## config.mk

```make
export PLATFORM = sky130hd
export DESIGN_NAME = fbta_ram
export DESIGN_NICKNAME = d
export VERILOG_FILES = /design/src/rtl/fbta_ram.sv
export SDC_FILE = /design/constraint.sdc
export NUM_CORES = 2
export LEC_CHECK = 0
export ABC_AREA = 1
export BUFFER_PORTS_ARGS = -buffer_cell sky130_fd_sc_hd__buf_4
export CAP_MARGIN = 5
export CELL_PAD_IN_SITES_DETAIL_PLACEMENT = 1
export CELL_PAD_IN_SITES_GLOBAL_PLACEMENT = 1
export CORE_ASPECT_RATIO = 1.1
export CORE_MARGIN = 10
export CORE_UTILIZATION = 55
export DETAILED_ROUTE_END_ITERATION = 10
export PLACE_DENSITY_LB_ADDON = 0.08
export SLEW_MARGIN = 25
export SYNTH_ARGS = -nofsm -noshare
export SYNTH_HDL_FRONTEND = slang
export SYNTH_SLANG_ARGS = --single-unit
```

## constraint.sdc

```tcl
create_clock -name clock -period 5.45 [get_ports clock]
set_input_delay 0.545 -clock clock [delete_from_list [all_inputs] [get_ports clock]]
set_output_delay 0.545 -clock clock [all_outputs]
set_load 0.02 [all_outputs]
```

## src/rtl/fbta_ram.sv

```systemverilog
// ----------------------------------------------------------------------------
// fbta_ram
// generic single-port ram with registered read
// ----------------------------------------------------------------------------
module fbta_ram #(
   parameter int WIDTH = 8,
   parameter int DEPTH = 256
) (
   input  logic                     clock,
   input  logic                     we,
   input  logic [$clog2(DEPTH)-1:0] addr,
   input  logic [WIDTH-1:0]         wdata,
   output logic [WIDTH-1:0]         rdata
);
   logic [WIDTH-1:0] mem_ff [DEPTH];
   logic [WIDTH-1:0] rdata_ff;

   always_ff @(posedge clock) begin
      if (we) begin
         mem_ff[addr] <= wdata;
      end
      rdata_ff <= mem_ff[addr];
   end

   assign rdata = rdata_ff;
endmodule

```

==> results.json <==
{
  "grt_pass1_wl_um": 385000,
  "layout.nets": 7942,
  "num-fill-cells": 16008,
  "worstHoldEndpoint": "mem_ff[53][2]$_DFFE_PP_",
  "place_ws_ns": 1.33,
  "grt_use_met1_pct": 39.3,
  "route.detailed.drc": 0,
  "seq_area_frac_synth_pct": 72.7,
  "grt-ovfl-total": 0,
  "ant_nets": 0,
  "synth_nets": 8039,
  "grt_pass1_vias": 61958,
  "syn2layout_area_growth_pct": 10.1,
  "yosysTopAreaCellShare_pct": 72.5,
  "io_pins": 26,
  "cp_max_fo": 136,
  "hold_depth": 1,
  "synthCells": 8021,
  "crit_top_cell": "nand2_1",
  "crit_chain": "buf_8 -> inv_16 -> buf_4 -> buf_4 -> nand2_1 -> nand2_1 -> nand2_1 -> nand2_1 -> o21ai_0 -> nand2_1 -> nor2_1 -> nor2_1 -> nor2_1 -> nand2_1",
  "setup-violations-final": 0,
  "wl_um": 257000,
  "initial_core_util_pct": 55.2,
  "cp_top_family": "buffers and inverters",
  "drtIter0Drc": 5908,
  "stdcell_area_sq_um": 93400,
  "cts_tree": "yes",
  "placementRows": 151,
  "ys_ff_latch": 2056,
  "worstPathRequired_ns": 6.17,
  "final-max-slew-violation-count": 0,
  "holdBufCountCts": 0,
  "synth_top_cell_by_area": "edfxtp_1",
  "hold_violations": 0,
  "min-delay-start": "wdata[2]",
  "seq_area_sq_um": 61700,
  "cts_setup_buffers": 0,
  "cp_data_arrival_time_ns": 4.09,
  "fp.dieH_um": 432,
  "cts.htree.levels": 4,
  "post_cts_resized": 0,
  "maxSlewHeadroom_pct": 19.6,
  "place_area_sq_um": 86900,
  "reg2reg_from": "mem_ff[105][0]$_DFFE_PP_",
  "clk_pin_slew_ns": 0.06,
  "fin_worst_skew_ns": 0.0323,
  "worst_pin_slew_ns": 1.20,
  "min_period_ns": 3.37,
  "synth_area_per_cell_sq_um": 10.6,
  "setup_slack_ns": 2.08,
  "grt_start_max_net_pins": 162,
  "vias_per_cell": 5.77,
  "multi_input_comb_area_sq_um": 21300,
  "status": "complete, no violations",
  "crit_buf_inv": 4,
  "antenna_found_initial": 14,
  "reg2reg_to": "rdata[0]$_DFF_P_",
  "fp.coreArea_sq_um": 154000,
  "crit_type": "in -> reg",
  "cp-end-kind": "register",
  "tns_ns": 0,
  "slowest_delay_ns": 0.51,
  "start_kind": "input port",
  "grt_use_met3_pct": 4.00,
  "period_share_pct": 61.9,
  "power_density_nw_per_um2": 357,
  "yosys_warnings": 0,
  "gp_congestion": 0.827,
  "wire_per_inst_um": 25.3,
  "grtUsageMet2_pct": 50.5,
  "cts_sinks": 2056,
  "cap_violations": 0,
  "worst_ir_drop_vdd_mv": 0.303,
  "leakagePower_uw": 0.0369,
  "synthDistinctLibCells": 18,
  "io_buffers": 25,
  "numCtsBuffers": 204,
  "synth.area.top_cells": "edfxtp_1, nand2_1, nor2_1",
  "first_pass_iters": 6,
  "max_freq_mhz": 297,
  "hp-class": "in -> reg",
  "drive_above_1_share_pct": 5.20,
  "clockBufferDepth": 3,
  "busiest_layer": "met2",
  "cpMaxStageDelayCell": "buf_4",
  "root_buffer": "clkbuf_16",
  "syn_area_sq_um": 84900,
  "final_cell_mix": "nand2_1, edfxtp_1, nor2_1, clkbuf_16, nand3_1",
  "ff2ff_path_depth": 10,
  "fp.dieW_um": 395,
  "clk_latency_ns": 0.85,
  "final_common_cell": "nand2_1",
  "dp_hpwl_um": 146000,
  "ff2ff_setup_slack_ns": 3.14,
  "track_usage_pct": 29.8,
  "rsz0062_at_grt": "no",
  "hold_slack_ns": 0.0996,
  "dieArea_sq_um": 170000,
  "worst-path-stages": 14,
  "vias": 58622
}
==> cells by family (layout without fill, tap and decap cells) <==
kind of cell,count (synthesis),after routing,synth area share [%]
other,0,7,0
buffers and inverters,452,524,2.36
AOI/OAI and AO/OA,192,192,1.13
and+or+nand+nor,5321,5321,23.8
DFF,2056,2056,72.7
==> registers in the layout, summed over array words and instances, names as in the netlist <==
signal  flops
mem_ff   2048
rdata       8
==> how the worst max path moves through the flow <==
stage                 start                  endpoint  slack [ns]
finish              addr[1]          rdata[5]$_DFF_P_        2.08
floorplan           addr[1]  mem_ff[234][0]$_DFFE_PP_        3.06
detailed placement  addr[1]          rdata[5]$_DFF_P_        1.33
CTS                 addr[1]          rdata[5]$_DFF_P_        2.21
global route        addr[1]          rdata[5]$_DFF_P_        1.89
global placement    addr[1]          rdata[5]$_DFF_P_        1.37
==> report_power, final <==
part / internal, uW / total, uW / switching (uW) / leakage [uW]
Sequential: 17400 / 17500 / 39.8 / 0.0185
Clock: 7870 / 13900 / 6050 / 0.00316
Combinational: 410 / 1960 / 1550 / 0.0153
==> synthesized netlist by cell type, drive strengths merged <==
master,instances
edfxtp,2048
buf,247
nor2,362
o21ai,160
nand2,4771
clkbuf,170
nand3,188
a21oi,32
inv,35
dfxtp,8
==> layer usage <==
metal / part of all wire [%] / vias up
met1: 40 / 29603
li1: - / 26149
met5: 0.0090 / -
met3: 7.0 / 517
met2: 49 / 2349
met4: 3.7 / 4
==> stage by stage <==
stage               power (uW)  utilization (%)  cells
global placement         19700             56.6   9783
floorplan                18800                -   8021
detailed placement       19700             56.6   9783
global route             34200             60.8  10160
finish                   33300             60.8  10165
CTS                      33400             60.8  10158
==> cell type report <==
class	count	area share, %
Antenna cell	7	0.0187
Clock buffer	257	5.78
Clock inverter	118	1.13
Inverter	35	0.177
Multi-Input combinational cell	5513	22.8
Sequential cell	2056	66.0
Tap cell	2065	2.77
Timing Repair Buffer	114	1.36
No activity file was read; power rests on OpenSTA's default activity.
