===== config.mk =====
export PLATFORM = sky130hd
export DESIGN_NAME = fbta_map_unit
export DESIGN_NICKNAME = d
export VERILOG_FILES = /design/src/rtl/fbta_pkg.sv /design/src/rtl/fbta_map_unit.sv
export SDC_FILE = /design/constraint.sdc
export NUM_CORES = 1
export LEC_CHECK = 0
export BUFFER_PORTS_ARGS = -buffer_cell sky130_fd_sc_hd__buf_4
export CORE_MARGIN = 2
export CORE_UTILIZATION = 35
export DETAILED_ROUTE_END_ITERATION = 6
export GPL_TIMING_DRIVEN = 0
export PLACE_DENSITY = 0.53
export SLEW_MARGIN = 20
export SYNTH_ARGS = -nofsm -noshare
export SYNTH_HDL_FRONTEND = slang
export SYNTH_SLANG_ARGS = --single-unit
export TNS_END_PERCENT = 1

===== constraint.sdc =====
create_clock -name clock -period 12.7 [get_ports clock]
set_input_delay 2.54 -clock clock [delete_from_list [all_inputs] [get_ports clock]]
set_output_delay 2.54 -clock clock [all_outputs]
set_load 0.005 [all_outputs]

===== src/rtl/fbta_pkg.sv =====
// ----------------------------------------------------------------------------
// fbta_pkg
// shared constants, types and codes of the fractal block transform engine
// ----------------------------------------------------------------------------
package fbta_pkg;

   localparam int FRAME_DIM = 256;
   localparam int COORD_W   = $clog2(FRAME_DIM);
   localparam int ADDR_W    = 2 * COORD_W;
   localparam int MAX_BLOCK = 32;
   localparam int BLK_W     = 6;
   localparam int PIX_W     = 8;
   localparam int SUM_W     = 10;
   localparam int CON_W     = 16;
   localparam int BRI_W     = 17;
   localparam int PROD_W    = SUM_W + 1 + CON_W;
   localparam int T_W       = PROD_W + 2;
   localparam int FRAC_W    = 14;
   localparam int BRI_SHIFT = 10;
   localparam int HALF_LSB  = 8192;
   localparam int CLR_W     = ADDR_W + 1;

   typedef enum logic [1:0] {
      CMD_WRITE = 2'd0,
      CMD_READ  = 2'd1,
      CMD_APPLY = 2'd2,
      CMD_SWAP  = 2'd3
   } cmd_type;

   typedef enum logic [2:0] {
      ST_CLEAR,
      ST_IDLE,
      ST_READ,
      ST_FETCH,
      ST_MUL,
      ST_STORE
   } state_type;

endpackage


===== src/rtl/fbta_map_unit.sv =====
// ----------------------------------------------------------------------------
// fbta_map_unit
// shared scale-offset unit: registered product, then offset, round and clamp
// ----------------------------------------------------------------------------
module fbta_map_unit import fbta_pkg::*; (
   input  logic                    clock,
   input  logic                    load,
   input  logic [SUM_W-1:0]        sum,
   input  logic signed [CON_W-1:0] contrast,
   input  logic signed [BRI_W-1:0] brightness,
   output logic [PIX_W-1:0]        value
);
   logic signed [PROD_W-1:0] prod_ff;
   logic signed [PROD_W-1:0] prod_in;
   logic signed [T_W-1:0]    t;

   // both operands widened to the full product width before the multiply
   assign prod_in = PROD_W'($signed({1'b0, sum})) * PROD_W'(contrast);

   always_ff @(posedge clock) begin
      if (load) begin
         prod_ff <= prod_in;
      end
   end

   // t in units of 2^-14, half lsb added for rounding
   assign t = T_W'(prod_ff) + (T_W'(brightness) <<< BRI_SHIFT) + T_W'(HALF_LSB);

   always_comb begin
      if (t < 0) begin
         value = '0;
      end else if (t[T_W-1:FRAC_W] > (T_W-FRAC_W)'(255)) begin
         value = '1;
      end else begin
         value = t[FRAC_W+PIX_W-1:FRAC_W];
      end
   end
endmodule


==> results.md <==
* Final setup vio count at 0
* Final worst-path cycle share at 65.1%
* Yosys Warn Count at 0
* Clock share of power at 3.1%
* Number of flip-flops in the largest register at 17
* Worst Path Arrival at 8.24 ns
* Drt wl/cell at 14.2 um
* Largest net degree at the start of global routing at 18
* I/O Buffers at 37
* Fin nets at 1128
* Top reg by flops: prod_ff
* Chip Width at 148 um
* Post-synth ARST share at 0%
* Sw Ratio at 50.7%
* Final Hold Fails at 0
* WS Path Type: primary input to register
* Sequential share of the synthesized area at 7.02%
* Rel. slew slack at 50.3%
* Min-delay worst type: primary input to register
* Top flop regs: prod_ff x17
* Initial Util at 35.8%
* Fin util at 39.3%
* DR pass1 iterations at 4
* Mapped Area at 7280 um2
* Core ar. at 20300 um2
* Initial DRC Count at 168
* Share of cells above drive strength 1 at 6.49%
* Status: complete, no violations
* #FFs+latches synth at 17
* Routed vias/inst at 4.62
* Crit path max fanout at 10
* Post-synth EDFFs at 17
* Post-CTS Resized at 0
* Deepest clock path buffer count at 2
* Final HPWL DP at 13400 um
* Clk sink count at 17
* Highest clock rate at 121 MHz
* Layout overhead on the synthesized area at 9.58%
* Net Count, Synth at 1086
* Grt total ovfl at 0
* PD cells at 251 nW/um2
* Hold Buf Count CTS at 0
* Root buf cell: clkbuf_16
* Max cap viols at 0
* Postcts setup bufs at 0
* Combinational Power Share at 87.9%
* Vias at 5171
* Routed WL at 15800 um
* Slowest cell on crit path: fa_1
* First-pass GRT wire length at 27600 um
* Post-synthesis cell count at 807
* Synth Flop Type: edfxtp_1
* FP Rows at 52
* Cell Int Power at 985 uW
* Reg power frac at 9.0%
* CP Data Required Time at 12.67 ns
* Die ar. at 22000 um2
* Slowest cell delay on critical path at 0.53 ns
* Vias in the first global route at 5633
* RSZ-0062 raised after global routing: false
* DRT antenna net count at 0
* Worst Tran Pin Value at 0.745 ns
* CTS Buf Count at 3
* Synth unique cells at 48
* Min Tclk post-route at 8.27 ns
* Max IR drop VDD at 0.126 mV
* Syn Area/Cell at 9.02 um2
* Final slew viol count at 0
* Total track usage at 15.8%
* Initial antenna violation count at 0
* CTS H-tree depth at 1
* Setup TNS Final at 0 ns
* # DRC at 0
* I/O pin total at 53
* CP cell instances: buf_4 > clkbuf_1 > nand2_1 > fa_1 > fa_1 > fa_1 > inv_1 > fa_1 > fa_1 > ha_1 > and4_1 > a211oi_2 > o211ai_1 > a41oi_2 > o21ai_1 > a311oi_1 > a311oi_1
* Critical Path Most Common Cell: fa_1
* Sw power at 1.01 mW
* Die Y at 148 um
* Setup crit start kind: primary input
* Static Leak at 4.13 nW
* Clock-pin slew on the worst setup and hold paths at 0.05 ns
* Crit end category: register
* CTS tree: yes
* Gpl congestion at 0.830
## worst paths after layout
check | from | end | slack (ns) | depth (start not counted)
worst max-delay path | sum[7] | prod_ff[23]$_DFFE_PP_ | 4.43 | 17
worst min-delay path | load | prod_ff[26]$_DFFE_PP_ | 2.69 | 1
## power groups by stage
stage	Combinational [mW]	Clock [mW]	Sequential [mW]
6_report	1.76	0.0614	0.180
4_1_cts	1.79	0.0623	0.181
3_5_place_dp	1.77	0	0.182
2_1_floorplan	1.38	0	0.179
5_1_grt	2.04	0.0657	0.184
3_3_place_gp	1.77	0	0.182
## worst max-delay path: cells and delay by family
family	cells	cell delay (ns)
compound gates	6	1.77
fa+ha+maj	6	2.88
buf+inv	3	0.68
simple gates	2	0.37
## per-stage QoR
stage                     setup slack [ns]  area, um2  power [mW]  std cells  hold slack [ns]
after floorplan                       5.22       7280        1.56        807             2.65
after global placement                4.18       7890        1.95       1114             2.94
final                                 4.43       7970        2.00       1119             2.69
after CTS                             4.40       7970        2.03       1118             2.69
after global routing                  4.05       7970        2.29       1118             2.70
after detailed placement              4.19       7890        1.96       1114             2.94
## cell type report
cell class | count | area, um2
inverter | 206 | 773
sequential | 17 | 510
fill | 2138 | 12300
clock buffer | 4 | 78.8
timing repair buffer | 37 | 278
tap | 270 | 338
antenna | 1 | 2.50
buffer | 26 | 103
multi-input combinational | 558 | 5890
## placed cells by master (no fill, tap or decap), types with 9 or more instances in the layout
cell type  netlist  routed
xnor2_1         20      20
a21o_1          11      11
inv_1          206     206
nand2_1         98      98
edfxtp_1        17      17
buf_4            1      38
xor2_1           9       9
nor2_1          15      15
clkbuf_1        22      23
fa_1           144     144
a21oi_1         28      28
ha_1            90      90
and2_1          71      71
## synthesized netlist by cell type, types with 2 or more instances
library cell | number | area [um2]
a211oi_1 | 2 | 15.0
a21o_1 | 11 | 82.6
a21o_2 | 2 | 17.5
a21oi_1 | 28 | 140
a311oi_1 | 2 | 17.5
a31oi_1 | 3 | 18.8
and2_1 | 71 | 444
and3_1 | 2 | 12.5
buf_1 | 2 | 7.51
clkbuf_1 | 22 | 82.6
edfxtp_1 | 17 | 510
fa_1 | 144 | 2880
ha_1 | 90 | 1130
inv_1 | 206 | 773
nand2_1 | 98 | 368
nand2b_1 | 4 | 25.0
nand3_1 | 4 | 20.0
nand4_1 | 5 | 31.3
nor2_1 | 15 | 56.3
nor2b_1 | 5 | 31.3
nor3_1 | 3 | 15.0
o211ai_1 | 3 | 22.5
o21a_1 | 3 | 22.5
o21ai_0 | 8 | 40.0
o21ai_1 | 6 | 30.0
or3_1 | 2 | 12.5
xnor2_1 | 20 | 175
xor2_1 | 9 | 78.8
## per-layer routing
layer | vias to the layer above | wire, um | track usage, %
li1 | 2514 | - | -
met1 | 2560 | 7440 | 22.2
met2 | 87 | 7730 | 27.5
met3 | 10 | 541 | 0.951
met4 | 0 | 125 | 2.29
met5 | - | 0 | 0
## cell families (layout without fill, tap and decap cells)
logic type                 after synthesis  count (layout)  share of synthesized area (%)
AOI/OAI and AO/OA                       78              78                           7.20
xor gates and xnor gates                29              29                           3.49
adders and majority gates              234             234                           55.1
buffers and inverters                  232             273                           12.0
DFF                                     17              17                           7.02
muxes                                    1               1                          0.206
other                                    0               1                              0
and+or+nand+nor                        216             216                           15.0
Power figures use the tool's default switching activity.
